--- src/rtl/mchw_pkg.sv ---
`default_nettype none

package mchw_pkg;

  localparam int unsigned NUM_CHANNELS = 4;
  localparam int unsigned TIMER_W      = 8;
  localparam int unsigned TICK_W       = 6;
  localparam int unsigned MODE_W       = 2;
  localparam int unsigned CFG_IDX_W    = 2;
  localparam int unsigned CFG_DATA_W   = 8;

  localparam logic [TICK_W-1:0]  TICK_RESET    = TICK_W'(5);
  localparam logic [TIMER_W-1:0] TIMEOUT_RESET = TIMER_W'(180);

  // Channel order: bit 0 remote BMC, bit 1 local SCC, bit 2 remote SCC, bit 3 BIC.
  localparam logic [NUM_CHANNELS-1:0] SEL_UNKNOWN = 4'b1010;
  localparam logic [NUM_CHANNELS-1:0] SEL_TYPE5   = 4'b1011;
  localparam logic [NUM_CHANNELS-1:0] SEL_TYPE7   = 4'b1110;

  typedef enum logic [MODE_W-1:0] {
    MODE_UNKNOWN = 2'd0,
    MODE_TYPE5   = 2'd1,
    MODE_TYPE7   = 2'd2
  } chassis_mode_e;

  typedef enum logic [CFG_IDX_W-1:0] {
    REG_CHASSIS_MODE = 2'd0,
    REG_TICK_SECONDS = 2'd1,
    REG_TIMEOUT_SECS = 2'd2
  } cfg_reg_e;

  // The undefined mode code falls back to the unknown chassis selection.
  function automatic logic [NUM_CHANNELS-1:0] checked_channels(input logic [MODE_W-1:0] mode);
    logic [NUM_CHANNELS-1:0] sel;
    case (mode)
      MODE_TYPE5: sel = SEL_TYPE5;
      MODE_TYPE7: sel = SEL_TYPE7;
      default:    sel = SEL_UNKNOWN;
    endcase
    return sel;
  endfunction

endpackage

`default_nettype wire

--- src/rtl/multi_channel_heartbeat_watchdog.sv ---
// Each result is registered in the output register when its input transfer takes place.
// Throughput: one poll tick per cycle unless the result side stalls; the per-channel
// timer update is combinational between the input port and the result register.
// Reset (rst_ni low, asynchronous): timers and statuses cleared, external flag normal,
// chassis mode unknown, tick length 5 and timeout 180; no result is pending.
`default_nettype none

module multi_channel_heartbeat_watchdog (
  input  wire logic                                clk_i,
  input  wire logic                                rst_ni,
  // Configuration write port.
  input  wire logic                                cfg_we_i,
  input  wire logic [mchw_pkg::CFG_IDX_W-1:0]      cfg_index_i,
  input  wire logic [mchw_pkg::CFG_DATA_W-1:0]     cfg_wdata_i,
  // Poll tick input channel.
  input  wire logic                                in_valid_i,
  output logic                                     in_ready_o,
  input  wire logic [mchw_pkg::NUM_CHANNELS-1:0]   beat_ok_i,
  input  wire logic                                ext_abnormal_i,
  // Result channel.
  output logic                                     out_valid_o,
  input  wire logic                                out_ready_i,
  output logic [mchw_pkg::NUM_CHANNELS-1:0]        assert_mask_o,
  output logic [mchw_pkg::NUM_CHANNELS-1:0]        deassert_mask_o,
  output logic [mchw_pkg::NUM_CHANNELS-1:0]        abnormal_mask_o,
  output logic                                     raise_ext_flag_o
);

  localparam int unsigned NCH  = mchw_pkg::NUM_CHANNELS;
  localparam int unsigned TW   = mchw_pkg::TIMER_W;

  // Configuration registers.
  logic [mchw_pkg::MODE_W-1:0] chassis_mode_q;
  logic [mchw_pkg::TICK_W-1:0] tick_q;
  logic [TW-1:0]               timeout_q;

  // Watchdog state.
  logic [TW-1:0]  timer_q [NCH];
  logic [TW-1:0]  timer_d [NCH];
  logic [NCH-1:0] abn_q, abn_d;
  logic           last_ext_q;

  // Result register.
  logic           out_valid_q;
  logic [NCH-1:0] assert_q, assert_d;
  logic [NCH-1:0] deassert_q, deassert_d;
  logic [NCH-1:0] abn_out_q;

  logic           in_xfer;
  logic           ext_falling;
  logic [NCH-1:0] sel;

  // The result register frees itself when its transfer completes, so a new tick is
  // taken in the same cycle that the previous result leaves.
  assign in_ready_o = !out_valid_q || out_ready_i;
  assign in_xfer    = in_valid_i && in_ready_o;

  assign sel         = mchw_pkg::checked_channels(chassis_mode_q);
  assign ext_falling = last_ext_q && !ext_abnormal_i;

  // Per-channel update. A timer that would pass the timeout saturates at it and marks
  // the channel abnormal; a timer equal to the timeout is still normal. The sum is one
  // bit wider than the timer so that it never wraps. Unchecked channels hold.
  always_comb begin
    logic [TW:0]   sum;
    logic          now;
    logic [TW-1:0] t_new;
    assert_d   = '0;
    deassert_d = '0;
    abn_d      = abn_q;
    for (int c = 0; c < NCH; c++) begin
      sum   = '0;
      now   = 1'b0;
      t_new = timer_q[c];
      if (sel[c]) begin
        if (beat_ok_i[c]) begin
          sum = '0;
        end else begin
          sum = {1'b0, timer_q[c]} + (TW+1)'(tick_q);
        end
        if (sum > {1'b0, timeout_q}) begin
          t_new = timeout_q;
          now   = 1'b1;
        end else begin
          t_new = sum[TW-1:0];
          now   = 1'b0;
        end
        assert_d[c]   = now && !abn_q[c];
        deassert_d[c] = !now && abn_q[c];
        abn_d[c]      = now;
      end
      // When the external flag returns to normal all timers restart from zero, but the
      // statuses computed on this tick are kept.
      timer_d[c] = ext_falling ? '0 : t_new;
    end
  end

  // Configuration writes; an index beyond the register list is ignored.
  always_ff @(posedge clk_i or negedge rst_ni) begin
    if (!rst_ni) begin
      chassis_mode_q <= mchw_pkg::MODE_UNKNOWN;
      tick_q         <= mchw_pkg::TICK_RESET;
      timeout_q      <= mchw_pkg::TIMEOUT_RESET;
    end else if (cfg_we_i) begin
      case (cfg_index_i)
        mchw_pkg::REG_CHASSIS_MODE: chassis_mode_q <= cfg_wdata_i[mchw_pkg::MODE_W-1:0];
        mchw_pkg::REG_TICK_SECONDS: tick_q         <= cfg_wdata_i[mchw_pkg::TICK_W-1:0];
        mchw_pkg::REG_TIMEOUT_SECS: timeout_q      <= cfg_wdata_i[TW-1:0];
        default: ;
      endcase
    end
  end

  // Watchdog state advances once per accepted tick.
  always_ff @(posedge clk_i or negedge rst_ni) begin
    if (!rst_ni) begin
      for (int c = 0; c < NCH; c++) begin
        timer_q[c] <= '0;
      end
      abn_q      <= '0;
      last_ext_q <= 1'b0;
    end else if (in_xfer) begin
      timer_q    <= timer_d;
      abn_q      <= abn_d;
      last_ext_q <= ext_abnormal_i;
    end
  end

  // Result valid flag.
  always_ff @(posedge clk_i or negedge rst_ni) begin
    if (!rst_ni) begin
      out_valid_q <= 1'b0;
    end else if (in_xfer) begin
      out_valid_q <= 1'b1;
    end else if (out_ready_i) begin
      out_valid_q <= 1'b0;
    end
  end

  // Result payload needs no reset.
  always_ff @(posedge clk_i) begin
    if (in_xfer) begin
      assert_q   <= assert_d;
      deassert_q <= deassert_d;
      abn_out_q  <= abn_d;
    end
  end

  assign out_valid_o      = out_valid_q;
  assign assert_mask_o    = assert_q;
  assign deassert_mask_o  = deassert_q;
  assign abnormal_mask_o  = abn_out_q;
  assign raise_ext_flag_o = |assert_q;

  // A channel cannot turn abnormal and normal on the same tick.
  a_assert_deassert_disjoint: assert property (@(posedge clk_i) disable iff (!rst_ni)
    out_valid_q |-> ((assert_q & deassert_q) == '0))
    else $error("channel both asserted and deasserted");

  // A newly abnormal channel shows as abnormal in the reported status.
  a_assert_in_status: assert property (@(posedge clk_i) disable iff (!rst_ni)
    out_valid_q |-> ((assert_q & ~abn_out_q) == '0))
    else $error("asserted channel missing from status");

  // A newly normal channel no longer shows as abnormal.
  a_deassert_not_in_status: assert property (@(posedge clk_i) disable iff (!rst_ni)
    out_valid_q |-> ((deassert_q & abn_out_q) == '0))
    else $error("deasserted channel still abnormal in status");

  // The reported status follows the internal status after every accepted tick.
  a_status_tracks_state: assert property (@(posedge clk_i) disable iff (!rst_ni)
    in_xfer |=> (abn_out_q == abn_q))
    else $error("reported status differs from channel state");

endmodule

`default_nettype wire

--- config.mk ---
export PLATFORM = sky130hd
export DESIGN_NAME = multi_channel_heartbeat_watchdog
export DESIGN_NICKNAME = d
export VERILOG_FILES = /design/src/rtl/mchw_pkg.sv /design/src/rtl/multi_channel_heartbeat_watchdog.sv
export SDC_FILE = /design/constraint.sdc
export NUM_CORES = 1
export LEC_CHECK = 0
export BUFFER_PORTS_ARGS = -buffer_cell sky130_fd_sc_hd__buf_4
export CAP_MARGIN = 20
export CORE_MARGIN = 2
export CORE_UTILIZATION = 55
export DETAILED_ROUTE_END_ITERATION = 10
export PLACE_DENSITY_LB_ADDON = 0.25
export SLEW_MARGIN = 10
export SYNTH_ARGS = -nofsm -noshare
export SYNTH_HDL_FRONTEND = slang
export SYNTH_SLANG_ARGS = --single-unit
--- constraint.sdc ---
create_clock -name clk_i -period 9.7 [get_ports clk_i]
set_input_delay 1.455 -clock clk_i [delete_from_list [all_inputs] [get_ports clk_i]]
set_output_delay 1.455 -clock clk_i [all_outputs]
set_load 0.005 [all_outputs]
## Word level (Yosys, flattened, before mapping)

Index checks and enable logic that the tools add are counted.

- Register bits: 66
- Input port bits: 20
- Output and inout bits: 15
- Logic and storage cells: 101

- Add/sub/neg operators: 4
- Magnitude comparators: 4
- Equality and inequality tests: 4
- Mux-type cells: 35
- Reductions and logical operators: 35

Operator list:

| operator | number |
|---|---|
| two-way mux 8 bit | 12 |
| two-way mux 9 bit | 8 |
| adder 8 x 6 -> 9 bit | 4 |
| > comparator 9 x 8 -> 1 bit | 4 |
| two-way mux 1 bit | 14 |
| AND reduction 2 bit | 7 |
| logical AND 1 bit | 10 |
| logical NOT 1 bit | 10 |
| nonzero test 2 bit | 5 |
| case mux 3 bit (2 select lines) | 1 |
| equality test 2 x 1 -> 1 bit (second input constant) | 2 |
| equality test 2 bit (second input constant) | 2 |
| OR reduction 4 bit | 1 |
| logical NOT 2 bit | 1 |
| logical OR 1 bit | 1 |

## Logic depth before layout (Yosys ltp)

Gate-level depths: netlist of the first run.

- Depth in word-level cells: 8
- Gate-level depth with buffers: 16
- Mapped depth without buffers: 16

## Worst setup path before layout of the first run

No wires, ideal clock.

- Kind: input -> register
- Start point: input beat_ok_i[3] in the netlist's numbering
- End point: register timer_q[1] in the netlist's numbering
- Setup time: 0.150 ns
- Arrival: 3.618 ns
- Required time: 9.550 ns
- Path slack: 5.931 ns
- Cell stages on the path: 10
- Path through: buf_4 -> nor3_1 -> ha_1 -> a211o_1 -> a221o_1 -> a221o_1 -> a2bb2oi_4 -> buf_6 -> mux2i_1 -> o22ai_2

- Longest elaborated chain between the ends: 6

RTL lines:

| element | line | text |
|---|---|---|
| from (decl) | multi_channel_heartbeat_watchdog.sv:18 | `input wire logic [mchw_pkg::NUM_CHANNELS-1:0] beat_ok_i,` |
| two-way mux 9 bit (*) | multi_channel_heartbeat_watchdog.sv:76 | `if (beat_ok_i[c]) begin` |
| two-way mux 9 bit (*) | multi_channel_heartbeat_watchdog.sv:75 | `if (sel[c]) begin` |
| > comparator 9 x 8 -> 1 bit | multi_channel_heartbeat_watchdog.sv:81 | `if (sum > {1'b0, timeout_q}) begin` |
| two-way mux 8 bit (*) | multi_channel_heartbeat_watchdog.sv:81 |  |
| two-way mux 8 bit (*) | multi_channel_heartbeat_watchdog.sv:75 |  |
| two-way mux 8 bit (*) | multi_channel_heartbeat_watchdog.sv:94 | `timer_d[c] = ext_falling ? '0 : t_new;` |
| to (signal assigned) | multi_channel_heartbeat_watchdog.sv:123 | `timer_q <= timer_d;` |
| to (decl) | multi_channel_heartbeat_watchdog.sv:38 | `logic [TW-1:0] timer_q [NCH];` |

Mark *: on every way between the ends. The rest lies on a longest branch, timed or not. The select of a mux whose other input is x is not followed.
A chain may end at the register's enable or synchronous reset.

## Worst setup path after layout of the first run

- Start point: register tick_q[1] in the netlist's numbering
- End point: register timer_q[29] in the netlist's numbering

- Longest elaborated chain between the ends: 7

RTL lines:

| element | line | text |
|---|---|---|
| from (decl) | multi_channel_heartbeat_watchdog.sv:34 | `logic [mchw_pkg::TICK_W-1:0] tick_q;` |
| from (signal assigned) | multi_channel_heartbeat_watchdog.sv:102 | `tick_q <= mchw_pkg::TICK_RESET;` |
| from (signal assigned) | multi_channel_heartbeat_watchdog.sv:107 | `mchw_pkg::REG_TICK_SECONDS: tick_q <= cfg_wdata_i[mchw_pkg::TICK_W-1:0];` |
| adder 8 x 6 -> 9 bit (*) | multi_channel_heartbeat_watchdog.sv:79 | `sum = {1'b0, timer_q[c]} + (TW+1)'(tick_q);` |
| two-way mux 9 bit (*) | multi_channel_heartbeat_watchdog.sv:76 |  |
| two-way mux 9 bit (*) | multi_channel_heartbeat_watchdog.sv:75 |  |
| > comparator 9 x 8 -> 1 bit | multi_channel_heartbeat_watchdog.sv:81 |  |
| two-way mux 8 bit (*) | multi_channel_heartbeat_watchdog.sv:81 |  |
| two-way mux 8 bit (*) | multi_channel_heartbeat_watchdog.sv:75 |  |
| two-way mux 8 bit (*) | multi_channel_heartbeat_watchdog.sv:94 |  |

Marked as above.

==> impl_metrics.tcl, run 1 <==
set metrics [dict create \
    synth_top_area_share_pct 25.0 \
    crit_required_ns 9.93 \
    cts_setup_buffers 0 \
    place_inst 619 \
    synth_flop_cell "dfrtp_1" \
    die_h_um 97.4 \
    fin_crit_sh_pct 45.0 \
    synth_commonest_cells "56 x ha_1, 48 x dfrtp_1, 41 x nor2_1" \
    yosysSeqAreaShare_pct 35.8 \
    drv_cap 0 \
    r2r-start "tick_q[1]" \
    setup_violations 0 \
    routedWlPerCell_um 18.4 \
    start_util_pct 55.8 \
    path_cells "inv_1, fa_1, nor2b_1, o31ai_1, a21oi_1, xor2_1, nor2b_1, ha_1, a21o_1, a221o_1, a32oi_2, or4b_1, o311ai_0" \
    cpLargestDelayFamily "compound AO/OA/AOI/OAI gates" \
    grt_max_degree 55 \
    boundaryPins 35 \
    ant_nets 0 \
    rsz0062_at_grt "no" \
    wirelength_um 11700 \
    critPathMaxFanout 14 \
    fmax_mhz 229 \
    diodes 0 \
    worst_slack_ns 5.34 \
    final_nets 602 \
    gp_congestion 0.913 \
    fin_total_pwr_mw 1.43 \
    stdcell_count 635 \
    drive_gt1_share_pct 15.7 \
    clkSlewWorstSetupHoldPaths_ns 0.08 \
    syn_to_final_growth_pct 10.4 \
    power_leakage_nw 2.47 \
    synth_enable_flop_cells 12 \
    dieArea_um2 9480 \
    antenna_found_initial 0 \
    vias_per_cell 6.26 \
    end_kind "register" \
    numCtsBuffers 9 \
    mappedNetlistNets 570 \
    cts_resized 0 \
    slew_headroom_pct 44.9 \
    drt_iter0_markers 229 \
    h-tree-depth 3 \
    synth.top_cells.by_area "dfrtp_1 25%, ha_1 15%, edfxtp_1 7.5%" \
    status "complete, no violations" \
    worst_clock_skew_ns 0.0124 \
    cp_slowest_stage_delay_ns 0.66 \
    cts_tree "done" \
    critPathSlowestCell "a32oi_2" \
    numPortBuffers 34 \
    tightest_slew_ns 0.827 \
    yosys.area.top_type "dfrtp_1" \
    die_w_um 97.4 \
    crit_top_cell "nor2b_1" \
    min_from "last_ext_q" \
    grt_pass1_wl_um 19400 \
    async_flop_share_pct 81.8 \
    num_vias 3976 \
    clock_sinks 66 \
    synth.most_common_cell "ha_1" \
    root_buffer "clkbuf_8" \
    overflow 0 \
    drtPass1Iterations 5 \
    drc 0 \
    netlist_instances 490 \
    synth_cell_type_count 63 \
    start_kind "register" \
    core-area_um2 8590 \
    worstPathArrival_ns 4.59 \
    final-hold-violation-count 0 \
    path_class "reg -> reg" \
    grtUsageTotal_pct 25.7 \
    place_ws_ns 5.35 \
    ys_ff_latch 66 \
    rows 34 \
    syn_avg_cell_area_um2 9.79 \
    finalSetupTns_ns 0 \
    ir_drop_mv 0.135 \
    min_path_type "reg -> reg" \
    finalCriticalPeriod_ns 4.36 \
    slew_viol_final 0 \
    p_per_area_nw_per_um2 271 \
    path_buf_inv 1 \
    crit_start "tick_q[1]" \
    clock_latency_ns 0.35 \
    grt_pass1_vias 3935 \
    place_hpwl_um 8420 \
    yosysWarnings 0 \
    synthesis.area_um2 4800 \
    cts_buffer_depth 2 \
    postCtsHoldBufs 0 \
]
-- routing by layer --
metal / GRT usage [%] / share of wire [%]
met1: 36.1 / 47
met2: 41.0 / 45
met4: 9.72 / 2.7
met3: 3.31 / 5.5
met5: 0 / 0
-- final timing paths --
| check | endpoint | slack, ns | depth (start not counted) |
|---|---|---|---|
| worst max-delay path | timer_q[29] | 5.34 | 13 |
| worst min-delay path | last_ext_q | 0.47 | 2 |
| worst max register to register | timer_q[29] | 5.34 | 13 |
| worst min register to register | last_ext_q | 0.47 | 2 |
| max in group asynchronous | timer_q[14] | 8.06 | 1 |
| min in group asynchronous | timer_q[31] | 1.16 | 1 |
-- cell families (layout without fill, tap and decap cells) --
| group | count (synthesis) | in the layout | synth area share [%] |
|---|---|---|---|
| xor+xnor | 10 | 10 | 1.83 |
| flops | 66 | 66 | 35.8 |
| mux | 29 | 29 | 6.52 |
| fa+ha+maj | 60 | 60 | 16.3 |
| simple gates | 161 | 161 | 16.6 |
| compound gates | 125 | 125 | 19.5 |
| buf+inv | 39 | 76 | 3.42 |
-- stage by stage --
stage          instance area [um^2]  util (%)  hold slack (ns)
5_1_grt                        5300      61.6            0.520
4_1_cts                        5300      61.6            0.476
2_1_floorplan                  4800         -            0.438
6_report                       5300      61.6            0.473
3_3_place_gp                   5120      59.6            0.452
3_5_place_dp                   5120      59.6            0.459
-- worst register-to-register path: stages, from the launching register on --
cell and delay (ns):
dfrtp_1 0.52, inv_1 0.25, fa_1 0.50, nor2b_1 0.21, o31ai_1 0.11, a21oi_1 0.25, xor2_1 0.20, nor2b_1 0.17
ha_1 0.25, a21o_1 0.16, a221o_1 0.35, a32oi_2 0.66, or4b_1 0.50, o311ai_0 0.10
-- area by class of cell --
type | instances | area, um^2
timing repair buffer | 35 | 263
tap | 108 | 135
clock buffer | 9 | 124
multi-input combinational | 385 | 2910
clock inverter | 7 | 46.3
inverter | 25 | 93.8
sequential | 66 | 1720
fill | 767 | 3300
-- placed cells by master, fill, tap and decap left out, drive strengths merged, types with 4 or more instances in the layout --
cell type  synthesis  final
nand2             39     39
a21o               6      6
dfstp              6      6
fa                 4      4
nand4              4      4
o21ai             27     27
mux2              18     18
clkbuf             8      9
clkinv             0      4
a211oi            10     10
nor3              15     15
xor2               8      8
o311ai            15     15
a211o              5      5
nor2b             15     15
edfxtp            12     12
o21a              11     11
nor2              41     41
buf                6     35
nand3             14     14
ha                56     56
nand2b            13     13
inv               25     25
and3               6      6
mux2i             11     11
a221o              4      4
a21oi             15     15
dfrtp             48     48
-- registers in the layout, summed over array words and instances, names as in the netlist --
register         flops
assert_mask_o        4
timer_q             32
last_ext_q           1
chassis_mode_q       2
tick_q               6
abn_q                4
out_valid_o          1
timeout_q            8
abnormal_mask_o      4
deassert_mask_o      4
-- power breakdown --
part,leakage (nW),internal (mW),switching [mW]
logic,1.59,0.338,0.430
clock network,0.0810,0.0916,0.115
registers,0.803,0.380,0.0782
total,2.47,0.809,0.623
Note: power is estimated with default switching activity, not from simulation.
==> run 2, diff against run 1 <==
Clock period 9.7 ns to 4.3 ns, I/O delays scaled along.
==> impl_metrics.tcl, run 2 (synthesis gave the netlist of run 1 again) <==
set metrics [dict create \
    rsz0062_at_grt "no" \
    rows 34 \
    grtUsageTotal_pct 26.3 \
    routedWlPerCell_um 18.6 \
    fin_crit_sh_pct 92.3 \
    start_util_pct 55.8 \
    gp_congestion 0.904 \
    ir_drop_mv 0.279 \
    num_vias 4077 \
    die_h_um 97.4 \
    fmax_mhz 252 \
    clock_latency_ns 0.35 \
    status "complete, no violations" \
    place_hpwl_um 8700 \
    drv_cap 0 \
    r2r-end "timer_q[7]" \
    cts_tree "done" \
    power_leakage_nw 2.51 \
    seqPwrFrac_pct 31.1 \
    place_ws_ns 0.353 \
    final_common_cell "ha_1" \
    slew_headroom_pct 45.5 \
    diodes 0 \
    p_per_area_nw_per_um2 621 \
    dieArea_um2 9480 \
    largest_reg_flops 32 \
    final-hold-violation-count 0 \
    cp_slowest_stage_delay_ns 0.58 \
    tightest_slew_ns 0.815 \
    path_buf_inv 1 \
    grt_max_degree 55 \
    r2r_slack_ns 0.33 \
    clockPowerShare_pct 15.5 \
    boundaryPins 35 \
    critPathMaxFanout 16 \
    antenna_found_initial 0 \
    worst_slack_ns 0.333 \
    path_class "reg -> reg" \
    reg.largest.list "timer_q (32), timeout_q (8), tick_q (6)" \
    power.internal_mw 1.91 \
    setup_violations 0 \
    core-area_um2 8590 \
    fin_total_pwr_mw 3.32 \
    root_buffer "clkbuf_8" \
    end_kind "register" \
    min_path_type "in -> async" \
    final_nets 606 \
    clock_sinks 66 \
    worstPathArrival_ns 4.21 \
    layout_common_cells "56 x ha_1, 48 x dfrtp_1, 41 x nor2_1" \
    r2r-start "tick_q[0]" \
    cpLargestDelayFamily "compound AO/OA/AOI/OAI gates" \
    place_inst 623 \
    cts_buffer_depth 2 \
    drt_iter0_markers 254 \
    clkSlewWorstSetupHoldPaths_ns 0.08 \
    r2r_cells 13 \
    finalCriticalPeriod_ns 3.97 \
    postCtsHoldBufs 0 \
    start_kind "register" \
    drive_gt1_share_pct 16.2 \
    ant_nets 0 \
    dpl_cell_area_um2 5150 \
    vias_per_cell 6.38 \
    finalSetupTns_ns 0 \
    h-tree-depth 3 \
    p_sw_share_pct 42.6 \
    p_comb_share_pct 53.4 \
    syn_to_final_growth_pct 11.4 \
    crit_start "tick_q[0]" \
    die_w_um 97.4 \
    numPortBuffers 34 \
    final_cell_area_um2 5340 \
    grt_pass1_vias 4103 \
    numCtsBuffers 9 \
    grt_pass1_wl_um 20000 \
    regMostFlops "timer_q" \
    wirelength_um 11900 \
    path_cells "ha_1, inv_1, fa_1, nor2b_1, o21ai_0, a21oi_1, ha_1, and4_1, a221o_1, a221o_1, a2bb2oi_4, o21ai_0, a41o_1" \
    stdcell_count 639 \
    slew_viol_final 0 \
    overflow 0 \
    critPathSlowestCell "dfstp_2" \
    p_sw_mw 1.41 \
    drc 0 \
    drtPass1Iterations 4 \
    worst_clock_skew_ns 0.0210 \
    crit_required_ns 4.54 \
]
run 2: changes by cell type in the layout (fill, tap and decap cells not counted):
cell,previous run,this run
buf_4,35,39
clkinvlp_4,3,0
clkbuf_1,0,2
a2111oi_0,1,0
a2111oi_1,0,1
bufinv_16,0,1
clkinv_2,3,2
inv_4,0,1
o21a_1,11,10
o21a_2,0,1
run 2: metal layers:
metal  wire, um  share of wire, %  global-route usage (%)
met1       5200                44                    35.6
met2       5810                49                    44.0
met3        730               6.1                    3.67
met4        166               1.4                    8.23
met5          0                 0                       0
run 2: power by group through the flow:
| stage | Clock [mW] | Sequential [mW] | Combinational, mW |
|---|---|---|---|
| global route | 0.542 | 1.05 | 2.00 |
| floorplan | 0 | 0.978 | 1.35 |
| detailed placement | 0 | 1.03 | 1.74 |
| global placement | 0 | 1.03 | 1.65 |
| finish | 0.514 | 1.03 | 1.77 |
| CTS | 0.519 | 1.03 | 1.75 |
run 2: worst max-delay path by stage:
stage | end | cells past startpoint
global route | timer_q[22] | 16
CTS | timer_q[22] | 16
floorplan | timer_q[29] | 14
global placement | timer_q[23] | 16
finish | timer_q[7] | 13
detailed placement | timer_q[23] | 16
run 2: repair_timing:
item / in CTS / in global routing
setup endpoints to repair: 0 / 6
resized for setup: 0 / 2
buffers inserted: 0 / 0
run 2: metrics by stage:
step | util [%] | hold WS [ns]
5_1_grt | 62.2 | 0.399
2_1_floorplan | - | 0.349
3_3_place_gp | 60.0 | 0.452
3_5_place_dp | 60.0 | 0.476
6_report | 62.2 | 0.344
4_1_cts | 62.2 | 0.373
run 2: cell type report:
class                   instances  area, um^2
clock buffers                  11         131
clock inverters                 5        55.1
fillers                       721        3250
inverters                      25        93.8
multi-input cells             385        2920
flip-flops and latches         66        1720
well taps                     108         135
repair buffers                 39         293
==> run 3, diff against run 2 <==
Settings changed: CTS_BUF_LIST set to sky130_fd_sc_hd__clkbuf_4.
Clock period 4.3 ns to 3.99 ns, I/O delays scaled along.
==> impl_metrics.tcl, run 3 (synthesis gave the netlist of run 1 again) <==
set metrics [dict create \
    finalCriticalPeriod_ns 3.73 \
    crit_cells 14 \
    regMostFlops "timer_q" \
    largest_reg_flops 32 \
    ir_drop_mv 0.311 \
    crit_start "tick_q[0]" \
    antenna_found_initial 0 \
    finalSetupTns_ns 0 \
    worstPathArrival_ns 4.05 \
    nFillCells 744 \
    tightest_slew_ns 0.834 \
    core-area_um2 8590 \
    drv_cap 0 \
    boundaryPins 35 \
    numPortBuffers 34 \
    fmax_mhz 268 \
    slew_viol_final 0 \
    cpLargestDelayFamily "compound AO/OA/AOI/OAI gates" \
    cts_buffer_depth 2 \
    dieArea_um2 9480 \
    setup_violations 0 \
    start_util_pct 55.8 \
    layout_common_cells "55 x ha_1, 48 x dfrtp_1, 46 x buf_4" \
    fin_crit_sh_pct 93.6 \
    die_h_um 97.4 \
    grt_pass1_wl_um 20200 \
    stdcell_count 649 \
    p_per_area_nw_per_um2 660 \
    r2r-start "tick_q[0]" \
    crit_required_ns 4.31 \
    min_path_type "in -> async" \
    vias_per_cell 6.32 \
    routedWlPerCell_um 18.9 \
    final_common_cell "ha_1" \
    postCtsHoldBufs 0 \
    r2r-end "timer_q[29]" \
    place_ws_ns 0.150 \
    gp_congestion 0.931 \
    worst_slack_ns 0.257 \
    power_leakage_nw 2.54 \
    path_cells "ha_1, inv_1, fa_1, nor2b_2, o31ai_1, a21oi_2, xor2_1, nor2b_2, ha_1, a21o_1, a221o_1, a32oi_2, or4b_1, o311ai_0" \
    start_kind "register" \
    r2r_cells 14 \
    drt_iter0_markers 192 \
    rows 34 \
    final-hold-violation-count 0 \
    clock_sinks 66 \
    drive_gt1_share_pct 19.0 \
    syn_to_final_growth_pct 12.2 \
    worst_clock_skew_ns 0.0226 \
    slew_headroom_pct 44.3 \
    clkSlewWorstSetupHoldPaths_ns 0.10 \
    numCtsBuffers 9 \
    drc 0 \
    reg.largest.list "timer_q (32), timeout_q (8), tick_q (6)" \
    place_inst 626 \
    num_vias 4103 \
    grtUsageTotal_pct 26.9 \
    hold_slack_ns 0.204 \
    path_buf_inv 1 \
    diodes 0 \
    fin_total_pwr_mw 3.55 \
    place_hpwl_um 8700 \
    drtPass1Iterations 5 \
    path_class "reg -> reg" \
    cp_slowest_stage_delay_ns 0.61 \
    clock_latency_ns 0.44 \
    overflow 0 \
    root_buffer "clkbuf_4" \
    critPathMaxFanout 5 \
    final_nets 616 \
    ant_nets 0 \
    h-tree-depth 3 \
    crit_end "timer_q[29]" \
    critPathSlowestCell "dfstp_2" \
    status "complete, no violations" \
    cts_tree "done" \
    r2r_slack_ns 0.26 \
    wirelength_um 12300 \
    end_kind "register" \
    grt_pass1_vias 4112 \
    grt_max_degree 55 \
    die_w_um 97.4 \
]
[run 3: changes by cell type in the layout (fill, tap and decap cells not counted), sizes merged]
cell    previous run  this run
buf               39        49
bufinv             1         0
clkinv             3         5
inv               26        25
[run 3: worst register-to-register path, cell delays in order, from the launching register on]
cell,delay [ns]
dfstp_2,0.61
ha_1,0.21
inv_1,0.06
fa_1,0.39
nor2b_2,0.17
o31ai_1,0.13
a21oi_2,0.19
xor2_1,0.19
nor2b_2,0.17
ha_1,0.24
a21o_1,0.16
a221o_1,0.35
a32oi_2,0.22
or4b_1,0.45
o311ai_0,0.09
[run 3: worst min path at each step]
stage	start	to	slack, ns
after floorplan	rst_ni	abn_q[0]	0.30
after global placement	last_ext_q	last_ext_q	0.45
after detailed placement	last_ext_q	last_ext_q	0.46
after CTS	rst_ni	timer_q[23]	0.22
after global routing	rst_ni	timer_q[17]	0.25
final	rst_ni	timer_q[31]	0.20
[run 3: power breakdown]
part,internal [mW],switching [mW]
Sequential,0.921,0.188
Combinational,0.949,1.10
Clock,0.135,0.256
Total,2.01,1.54
[run 3: cell type report]
cell class	instances	area, um^2	area share [%]
Multi-Input combinational cell	385	2940	54.6
Sequential cell	66	1720	31.9
Timing Repair Buffer	49	388	7.21
Tap cell	108	135	2.51
Inverter	25	93.8	1.74
Clock buffer	11	82.6	1.53
Clock inverter	5	22.5	0.419
[run 3: per-stage QoR]
step | util [%] | cell area (um^2)
2_1_floorplan | - | 4800
3_3_place_gp | 60.3 | 5180
3_5_place_dp | 60.3 | 5180
4_1_cts | 61.5 | 5280
5_1_grt | 62.6 | 5380
6_report | 62.6 | 5380
[run 3: routing by layer]
metal	GRT usage, %	routed length (um)	vias to the layer above
met5	0	0	-
met4	9.72	344	0
met3	5.11	801	26
met2	43.8	5780	157
met1	36.1	5340	1987
li1	-	-	1933
[run 3: what timing repair did]
| item | in CTS | in global routing |
|---|---|---|
| buffers inserted | 0 | 7 |
| endpoints found under the hold margin | 0 | 0 |
| setup endpoints to repair | 0 | 28 |
| resized for setup | 0 | 13 |
